### src/hw/rtl/perspective_triangle_edges_defines.svh
// Assertion macros used by the perspective triangle edge back end.
`ifndef PERSPECTIVE_TRIANGLE_EDGES_DEFINES_SVH
`define PERSPECTIVE_TRIANGLE_EDGES_DEFINES_SVH

// Implication checked every cycle outside reset.
`define PTE_ASSERT_IMP(name, pre, post, msg) \
  name: assert property (@(posedge clk_i) disable iff (!rst_ni) (pre) |-> (post)) else $error(msg);

// Implication checked in the cycle after the antecedent.
`define PTE_ASSERT_NXT(name, pre, post, msg) \
  name: assert property (@(posedge clk_i) disable iff (!rst_ni) (pre) |=> (post)) else $error(msg);

`endif

### src/hw/rtl/pte_pkg.sv
// Types and constants for the perspective triangle edge block.
package pte_pkg;

  localparam int unsigned COORD_W = 32;
  localparam int unsigned DIFF_W  = 33;
  localparam int unsigned TRIG_W  = 16;
  localparam int unsigned NEAR_W  = 31;
  localparam int unsigned VIEWP_W = 14;
  localparam int unsigned PROD_W  = 49;
  localparam int unsigned VIEW_W  = 50;
  localparam int unsigned MP_W    = 65;
  localparam int unsigned NUM_W   = 66;
  localparam int unsigned DEN_W   = 52;
  localparam int unsigned SCR_W   = 16;
  localparam int unsigned FOCAL_W = 14;
  localparam int unsigned IDX_W   = 3;

  typedef enum logic [IDX_W-1:0] {
    REG_CAMERA_X  = 3'd0,
    REG_CAMERA_Y  = 3'd1,
    REG_CAMERA_Z  = 3'd2,
    REG_COS_YAW   = 3'd3,
    REG_SIN_YAW   = 3'd4,
    REG_NEAR      = 3'd5,
    REG_VP_WIDTH  = 3'd6,
    REG_VP_HEIGHT = 3'd7
  } reg_e;

  typedef enum logic [1:0] {
    EDGE_AB = 2'd0,
    EDGE_BC = 2'd1,
    EDGE_CA = 2'd2,
    EDGE_NONE = 2'd3
  } edge_e;

  typedef struct packed {
    logic signed [COORD_W-1:0] x;
    logic signed [COORD_W-1:0] y;
    logic signed [COORD_W-1:0] z;
  } vtx_t;

  typedef struct packed {
    vtx_t a;
    vtx_t b;
    vtx_t c;
    logic final_tri;
  } tri_t;

  typedef struct packed {
    logic signed [COORD_W-1:0] camera_x;
    logic signed [COORD_W-1:0] camera_y;
    logic signed [COORD_W-1:0] camera_z;
    logic signed [TRIG_W-1:0]  cos_yaw;
    logic signed [TRIG_W-1:0]  sin_yaw;
    logic [NEAR_W-1:0]         near_plane;
    logic [VIEWP_W-1:0]        vp_width;
    logic [VIEWP_W-1:0]        vp_height;
  } cfg_t;

  typedef struct packed {
    logic                    vis;
    logic signed [SCR_W-1:0] sx;
    logic signed [SCR_W-1:0] sy;
  } vres_t;

  typedef struct packed {
    logic signed [SCR_W-1:0] start_x;
    logic signed [SCR_W-1:0] start_y;
    logic signed [SCR_W-1:0] end_x;
    logic signed [SCR_W-1:0] end_y;
    logic                    drawn;
    logic [1:0]              edge_index;
    logic                    last_edge;
    logic                    mesh_done;
  } edge_t;

endpackage

### src/hw/rtl/pte_front.sv
// Front end: triangle intake into a two-entry queue.
module pte_front (
  input  logic          clk_i,
  input  logic          rst_ni,
  input  logic          in_valid_i,
  output logic          in_ready_o,
  input  pte_pkg::tri_t in_tri_i,
  output logic          q_valid_o,
  input  logic          q_pop_i,
  output pte_pkg::tri_t q_tri_o
);
  import pte_pkg::*;

  tri_t       mem_q [2];
  logic       wptr_q, rptr_q;
  logic [1:0] count_q;
  logic       push;

  assign in_ready_o = (count_q != 2'd2);
  assign push       = in_valid_i && in_ready_o;
  assign q_valid_o  = (count_q != 2'd0);
  assign q_tri_o    = mem_q[rptr_q];

  always_ff @(posedge clk_i) begin
    if (push) begin
      mem_q[wptr_q] <= in_tri_i;
    end
  end

  always_ff @(posedge clk_i or negedge rst_ni) begin
    if (!rst_ni) begin
      wptr_q  <= 1'b0;
      rptr_q  <= 1'b0;
      count_q <= 2'd0;
    end else begin
      if (push) wptr_q <= ~wptr_q;
      if (q_pop_i && q_valid_o) rptr_q <= ~rptr_q;
      unique case ({push, q_pop_i && q_valid_o})
        2'b10:   count_q <= count_q + 2'd1;
        2'b01:   count_q <= count_q - 2'd1;
        default: count_q <= count_q;
      endcase
    end
  end

endmodule

### config.mk
export PLATFORM = sky130hd
export DESIGN_NAME = pte_front
export DESIGN_NICKNAME = d
export VERILOG_FILES = /design/src/hw/rtl/perspective_triangle_edges_defines.svh /design/src/hw/rtl/pte_pkg.sv /design/src/hw/rtl/pte_front.sv
export SDC_FILE = /design/constraint.sdc
export NUM_CORES = 1
export LEC_CHECK = 0
export ABC_AREA = 1
export BUFFER_PORTS_ARGS = -buffer_cell sky130_fd_sc_hd__clkbuf_2
export CORE_MARGIN = 4
export CORE_UTILIZATION = 23
export DETAILED_ROUTE_END_ITERATION = 16
export PLACE_DENSITY = 0.43
export SLEW_MARGIN = 30
export SYNTH_ARGS = -nofsm -noshare
export SYNTH_HDL_FRONTEND = slang
export SYNTH_SLANG_ARGS = --single-unit
### constraint.sdc
create_clock -name clk_i -period 18 [get_ports clk_i]
set_input_delay 0.9 -clock clk_i [delete_from_list [all_inputs] [get_ports clk_i]]
set_output_delay 0.9 -clock clk_i [all_outputs]
set_load 0.02 [all_outputs]
---- Word level (Yosys, flattened, before mapping) ----
Memories as Yosys holds them, arrays and structs flattened.
Cells that the tools add are included.
storage, ports and cells
  bits in latches ......................... 0
  word-level logic and storage cells ...... 18
  memory bits (read-only) ................. 0
  input port bits ......................... 293
  memory bits (writable) .................. 578
  memories kept ........................... 1
  register bits after elaboration ......... 4
  output and inout port bits .............. 291
cells by class
  bitwise gates (word level) .............. 2
  $lt $le $gt $ge ......................... 0
  equal/unequal tests ..................... 3
  reduce and logical (&&, ||, !) cells .... 4
  shift-type cells ........................ 0
  add/subtract/negate cells ............... 2
  multiplexer cells ....................... 3
  $mul .................................... 0
  div/mod/pow operators ................... 0
memory list
  memory  words  bits a word  rd ports  clocked after Yosys merged registers in  write ports  line             RTL
  mem_q   2      289          1         0                                        1            pte_front.sv:14  tri_t mem_q [2];
operators by type and width
  operator                                           count
  case mux 2 bit (2 select lines)                    1
  nonzero test 2 bit                                 2
  adder 2 x 1 -> 2 bit (second input constant)       1
  == test 2 x 1 -> 1 bit (second input constant)     1
  == test 2 bit (second input constant)              1
  logical AND 1 bit                                  2
  2-to-1 mux 1 bit                                   2
  inequality test 2 bit (second input constant)      1
  inverter 1 bit                                     2
  subtractor 2 x 1 -> 2 bit (second input constant)  1

---- Logic depth before layout (Yosys ltp) ----
  depth after elaboration ................. 4
  depth in mapped cells ................... 10
  gate-level depth less buffers ........... 10

---- Least setup slack after synthesis ----
OpenSTA, ideal clock, no wires.
  kind .................................... input to register
  from .................................... in in_valid_i
  to ...................................... mem mem_q[1][0] (netlist name) (enable)
  stages on the path ...................... 2
  data arrival time ....................... 12.988 ns
  path slack .............................. 4.065 ns
  library setup time ...................... 0.947 ns
  data required time ...................... 17.053 ns
  buffers on the path ..................... 0
  cell sequence ........................... nand2_1 > nor2_1
between the ends
  word-level cells in the longest chain between the ends .. 3
RTL lines
  what                                    line             RTL
  start, declared                         pte_front.sv:5   input logic in_valid_i,
  logical AND 1 bit                       pte_front.sv:20  assign push = in_valid_i && in_ready_o;
  2-to-1 mux 1 bit                        pte_front.sv:25  if (push) begin
  2-to-1 mux 1 bit (not written as such)  pte_front.sv:26  mem_q[wptr_q] <= in_tri_i;
  end, declared                           pte_front.sv:14
Every way passes these cells.

==> report_table.html <==
<table>
<tr><th>Metric</th><th>Value</th></tr>
<tr><th colspan="2">Cells and area</th></tr>
<tr><td>Number of filler cells placed in the layout</td><td>slightly above 9000</td></tr>
<tr><td>Final instance area</td><td>27690 µm²</td></tr>
<tr><td>Number of nets at the end of the flow</td><td>2440</td></tr>
<tr><td>Sequential cell area</td><td>17460 µm²</td></tr>
<tr><td>Core Util, Final</td><td>30.26%</td></tr>
<tr><td>Area overhead of the layout relative to synthesis</td><td>30.81%</td></tr>
<tr><td>Area of the multi-input gates</td><td>roughly 3400 µm²</td></tr>
<tr><td>Layout cell share with drive strength beyond 1</td><td>31.83%</td></tr>
<tr><th colspan="2">Global routing</th></tr>
<tr><td>Global routing usage on met3</td><td>4.928%</td></tr>
<tr><td>Met1 Usage GRT</td><td>13.06%</td></tr>
<tr><td>Global router's overall resource usage</td><td>between 10% and 20%</td></tr>
<tr><td>Maximum number of pins on one net before global-route repair</td><td>144</td></tr>
<tr><td>Number of global-route vias before repair</td><td>~13000</td></tr>
<tr><td>Highest-utilization routing layer at the global route stage</td><td>met2</td></tr>
<tr><td>GR met2 Demand/Resource</td><td>20.72%</td></tr>
<tr><td>Grt ovf</td><td>0</td></tr>
<tr><td>Number of antenna violations at the first check in global routing</td><td>9</td></tr>
<tr><td>Global-route wire length before repair</td><td>just under 90000 µm</td></tr>
<tr><th colspan="2">Setup path</th></tr>
<tr><td>Critical Path Start Type</td><td>register</td></tr>
<tr><td>CP Capture Point</td><td>q_tri_o[206]</td></tr>
<tr><td>Cell-by-cell listing of the critical path</td><td>inv_8, buf_4, nand2_1, nand2_1, clkbuf_2</td></tr>
<tr><td>Length in cells of the worst reg-to-reg path</td><td>7</td></tr>
<tr><td>Classification of the worst setup path</td><td>register to output pin</td></tr>
<tr><td>Crit path max fanout</td><td>128</td></tr>
<tr><td>Instance count on the critical path</td><td>5</td></tr>
<tr><td>Kind of cell adding the most delay to the critical path</td><td>buffers and inverters</td></tr>
<tr><td>CP max stage cell</td><td>sky130_fd_sc_hd__buf_4</td></tr>
<tr><td>Most common cell type on the critical path</td><td>sky130_fd_sc_hd__nand2_1</td></tr>
<tr><td>Largest stage delay on the critical path</td><td>770 ps</td></tr>
<tr><td>Number of buffer and inverter stages on the critical path</td><td>3</td></tr>
<tr><td>Arrival time of the worst setup path</td><td>approximately 3200 ps</td></tr>
<tr><td>Startpoint of the most critical setup path</td><td>rptr_q</td></tr>
<tr><td>Startpoint of the worst-slack reg-to-reg timing path</td><td>count_q[0]</td></tr>
<tr><td>Worst reg2reg endpoint</td><td>mem_q[0][170]</td></tr>
<tr><td>Required time at the worst-slack endpoint</td><td>17100 ps</td></tr>
<tr><td>Worst reg2reg setup slack</td><td>about 15000 ps</td></tr>
<tr><td>Setup crit end kind</td><td>output pin</td></tr>
<tr><th colspan="2">Detailed routing</th></tr>
<tr><td>1st-pass router iterations</td><td>7</td></tr>
<tr><td>Total wirelength of the detailed-routed design</td><td>about 59000 µm</td></tr>
<tr><td>Initial DRC count</td><td>around 760</td></tr>
<tr><td>DR vias/cell</td><td>roughly 3.9</td></tr>
<tr><td>Wirelength per Cell</td><td>approximately 18 µm</td></tr>
<tr><td>Final routed DRC violation total</td><td>0</td></tr>
<tr><td>Antenna-violating nets left</td><td>0</td></tr>
<tr><td>DR vias</td><td>13320</td></tr>
<tr><th colspan="2">Clock network</th></tr>
<tr><td>Buffer type at the clock tree root</td><td>sky130_fd_sc_hd__clkbuf_16</td></tr>
<tr><td>Number of clock sinks</td><td>582</td></tr>
<tr><td>CTS max path bufs</td><td>3</td></tr>
<tr><td>Clock Latency Late Sink</td><td>620 ps</td></tr>
<tr><td>Total of cells resized after clock tree synthesis</td><td>0</td></tr>
<tr><td>Setup Fix Bufs, Post-CTS</td><td>0</td></tr>
<tr><td>Deepest level of the CTS H-tree</td><td>3</td></tr>
<tr><td>TritonCTS clock tree</td><td>yes</td></tr>
<tr><td>Clock input transition at the sequential cells of the worst setup and hold paths</td><td>50 ps</td></tr>
<tr><td>Hold buffer count at CTS</td><td>0</td></tr>
<tr><td>Number of buffers added by the clock tree synthesis step</td><td>70</td></tr>
<tr><th colspan="2">Logic synthesis</th></tr>
<tr><td>Post-synthesis instance total</td><td>1539</td></tr>
<tr><td>Average instance area after synthesis</td><td>~14 µm²</td></tr>
<tr><td>Net count of the mapped netlist</td><td>1833</td></tr>
<tr><td>Synth Warn #</td><td>0</td></tr>
<tr><td>Mapped Area</td><td>between 20000 and 25000 µm²</td></tr>
<tr><td>Cell taking the most area after synthesis</td><td>sky130_fd_sc_hd__edfxtp_1</td></tr>
<tr><td>Sequential-to-total area share from yosys stat</td><td>82.45%</td></tr>
<tr><td>Fraction of post-synthesis cell area in the top cell type by area</td><td>between 80% and 90%</td></tr>
<tr><td>Main area contributors after synthesis</td><td>sky130_fd_sc_hd__edfxtp_1 (82%), sky130_fd_sc_hd__nand2_1 (16%), sky130_fd_sc_hd__buf_2 (1.0%)</td></tr>
<tr><td>Number of unique standard cell types used by synthesis</td><td>14</td></tr>
<tr><td>Flip-flop and latch count after synthesis</td><td>582</td></tr>
<tr><th colspan="2">Hold path</th></tr>
<tr><td>Worst Hold Class</td><td>input port to asynchronous set/reset pin</td></tr>
<tr><th colspan="2">Power</th></tr>
<tr><td>Pwr per Cell Area</td><td>179.6 nW/µm²</td></tr>
<tr><td>Worst VDD drop</td><td>0.08774 mV</td></tr>
<tr><td>P_leak</td><td>11.67 nW</td></tr>
<tr><th colspan="2">Floorplanning</th></tr>
<tr><td>Initial core utilization</td><td>23.13%</td></tr>
<tr><td>Placement Rows</td><td>111</td></tr>
<tr><td>Die Outline Area</td><td>96970 µm²</td></tr>
<tr><td>Overall die height</td><td>311.4 µm</td></tr>
<tr><td>Number of ports placed on the die boundary</td><td>approximately 580</td></tr>
<tr><td>Chip Width</td><td>311.4 µm</td></tr>
<tr><td>Area of the placeable core</td><td>between 90000 and 100000 µm²</td></tr>
<tr><th colspan="2">Place</th></tr>
<tr><td>Worst slack at placement</td><td>14280 ps</td></tr>
<tr><td>RD Place Congestion</td><td>0.7777</td></tr>
<tr><td>Quantity of I/O buffers inserted on ports</td><td>583</td></tr>
<tr><td>DP Wirelength</td><td>39430 µm</td></tr>
<tr><td>Placed standard-cell area</td><td>25450 µm²</td></tr>
<tr><th colspan="2">Timing</th></tr>
<tr><td>Minimum hold slack</td><td>109.4 ps</td></tr>
<tr><td>Final Critical Period</td><td>4088 ps</td></tr>
<tr><td>Setup-violating endpoint count in the final report</td><td>0</td></tr>
<tr><td>Final slew viol count</td><td>0</td></tr>
<tr><td>Rel. slew slack</td><td>between 30% and 40%</td></tr>
<tr><td>Setup_tns</td><td>0 ps</td></tr>
<tr><td>Max Fclk</td><td>about 0.24 GHz</td></tr>
<tr><td>Final setup skew</td><td>26.64 ps</td></tr>
<tr><td>Final worst-path cycle share</td><td>22.71%</td></tr>
<tr><td>Worst slew pin tran</td><td>approximately 940 ps</td></tr>
<tr><td>Endpoints failing hold</td><td>0</td></tr>
<tr><td>Final worst slack</td><td>between 10000 and 15000 ps</td></tr>
<tr><td>RSZ-0062 raised after global routing</td><td>false</td></tr>
<tr><th colspan="2">Flow run</th></tr>
<tr><td>Maximum capacitance violations</td><td>0</td></tr>
<tr><th colspan="2">Outcome</th></tr>
<tr><td>Result of the run</td><td>finished, final reports clean</td></tr>
</table>
[state kept, by name, indices dropped and copies added (netlist names)]
signal   count
mem_q      578
count_q      2
rptr_q       1
wptr_q       1
[logic make-up (layout without fill, tap and decap cells)]
| family | after synthesis | in the layout | share of synthesized area [%] |
|---|---|---|---|
| AOI/OAI and AO/OA | 1 | 1 | 0.02362 |
| adders and majority gates | 1 | 1 | 0.05909 |
| buffers and inverters | 71 | 725 | 1.743 |
| and+or+nand+nor | 883 | 883 | 15.68 |
| xor gates and xnor gates | 1 | 1 | 0.04138 |
| other | 0 | 7 | 0 |
| DFF | 582 | 582 | 82.45 |
[report_power, final]
part / total (W) / internal (W) / switching (W)
logic: 0.00172 / 0.000433 / 0.00129
registers: 0.00192 / 0.00185 / 0.0000715
clock network: 0.00133 / 0.000790 / 0.000538
total: 0.00497 / 0.00307 / 0.00190
[synth_stat cells]
cell type and count:
sky130_fd_sc_hd__a21oi_1 1, sky130_fd_sc_hd__buf_2 43, sky130_fd_sc_hd__buf_4 13, sky130_fd_sc_hd__clkbuf_1 8
sky130_fd_sc_hd__dfrtp_1 4, sky130_fd_sc_hd__edfxtp_1 578, sky130_fd_sc_hd__ha_1 1, sky130_fd_sc_hd__inv_1 6
sky130_fd_sc_hd__inv_2 1, sky130_fd_sc_hd__nand2_1 877, sky130_fd_sc_hd__nand3_1 2, sky130_fd_sc_hd__nand4_1 1
sky130_fd_sc_hd__nor2_1 3, sky130_fd_sc_hd__xnor2_1 1
[final cells by class]
cell class                      instances  area share, %
Inverter                                7         0.1220
Timing Repair Buffer                  599          11.46
Sequential cell                       582          63.05
Antenna cell                            7        0.06325
Multi-Input combinational cell        886          12.14
Clock buffer                           85          6.836
Tap cell                             1186          5.358
Clock inverter                         34         0.9759
[worst min-delay path by stage]
stage	from	end	slack, ps
detailed placement	count_q[0]	count_q[0]	500
global placement	count_q[0]	count_q[0]	480
finish	rst_ni	count_q[0]	110
floorplan	count_q[1]	count_q[1]	460
CTS	rst_ni	count_q[0]	30
global route	rst_ni	rptr_q	50
[per-stage QoR]
step | cells | power, W
after global routing | 3383 | 0.005274
final | 3386 | 0.004974
after detailed placement | 3258 | 0.003724
after global placement | 3255 | 0.003700
after floorplan | 1539 | 0.003150
after CTS | 3377 | 0.005091
[per-layer routing]
layer  wire length, µm  up-vias
li1                  -     6438
met1             22510     6390
met2             30210      391
met3              4936       95
met4              1728        2
met5                13        -
[cells in the final DEF (no fill, tap or decap), types with 6 or more instances in the layout]
cell	count
sky130_fd_sc_hd__nand2_1	877
sky130_fd_sc_hd__clkbuf_2	583
sky130_fd_sc_hd__edfxtp_1	578
sky130_fd_sc_hd__clkbuf_16	74
sky130_fd_sc_hd__clkinv_1	13
sky130_fd_sc_hd__clkbuf_1	11
sky130_fd_sc_hd__clkinv_2	8
sky130_fd_sc_hd__diode_2	7
sky130_fd_sc_hd__inv_1	6
sky130_fd_sc_hd__buf_4	6
No activity file was read; power rests on OpenSTA's default activity.
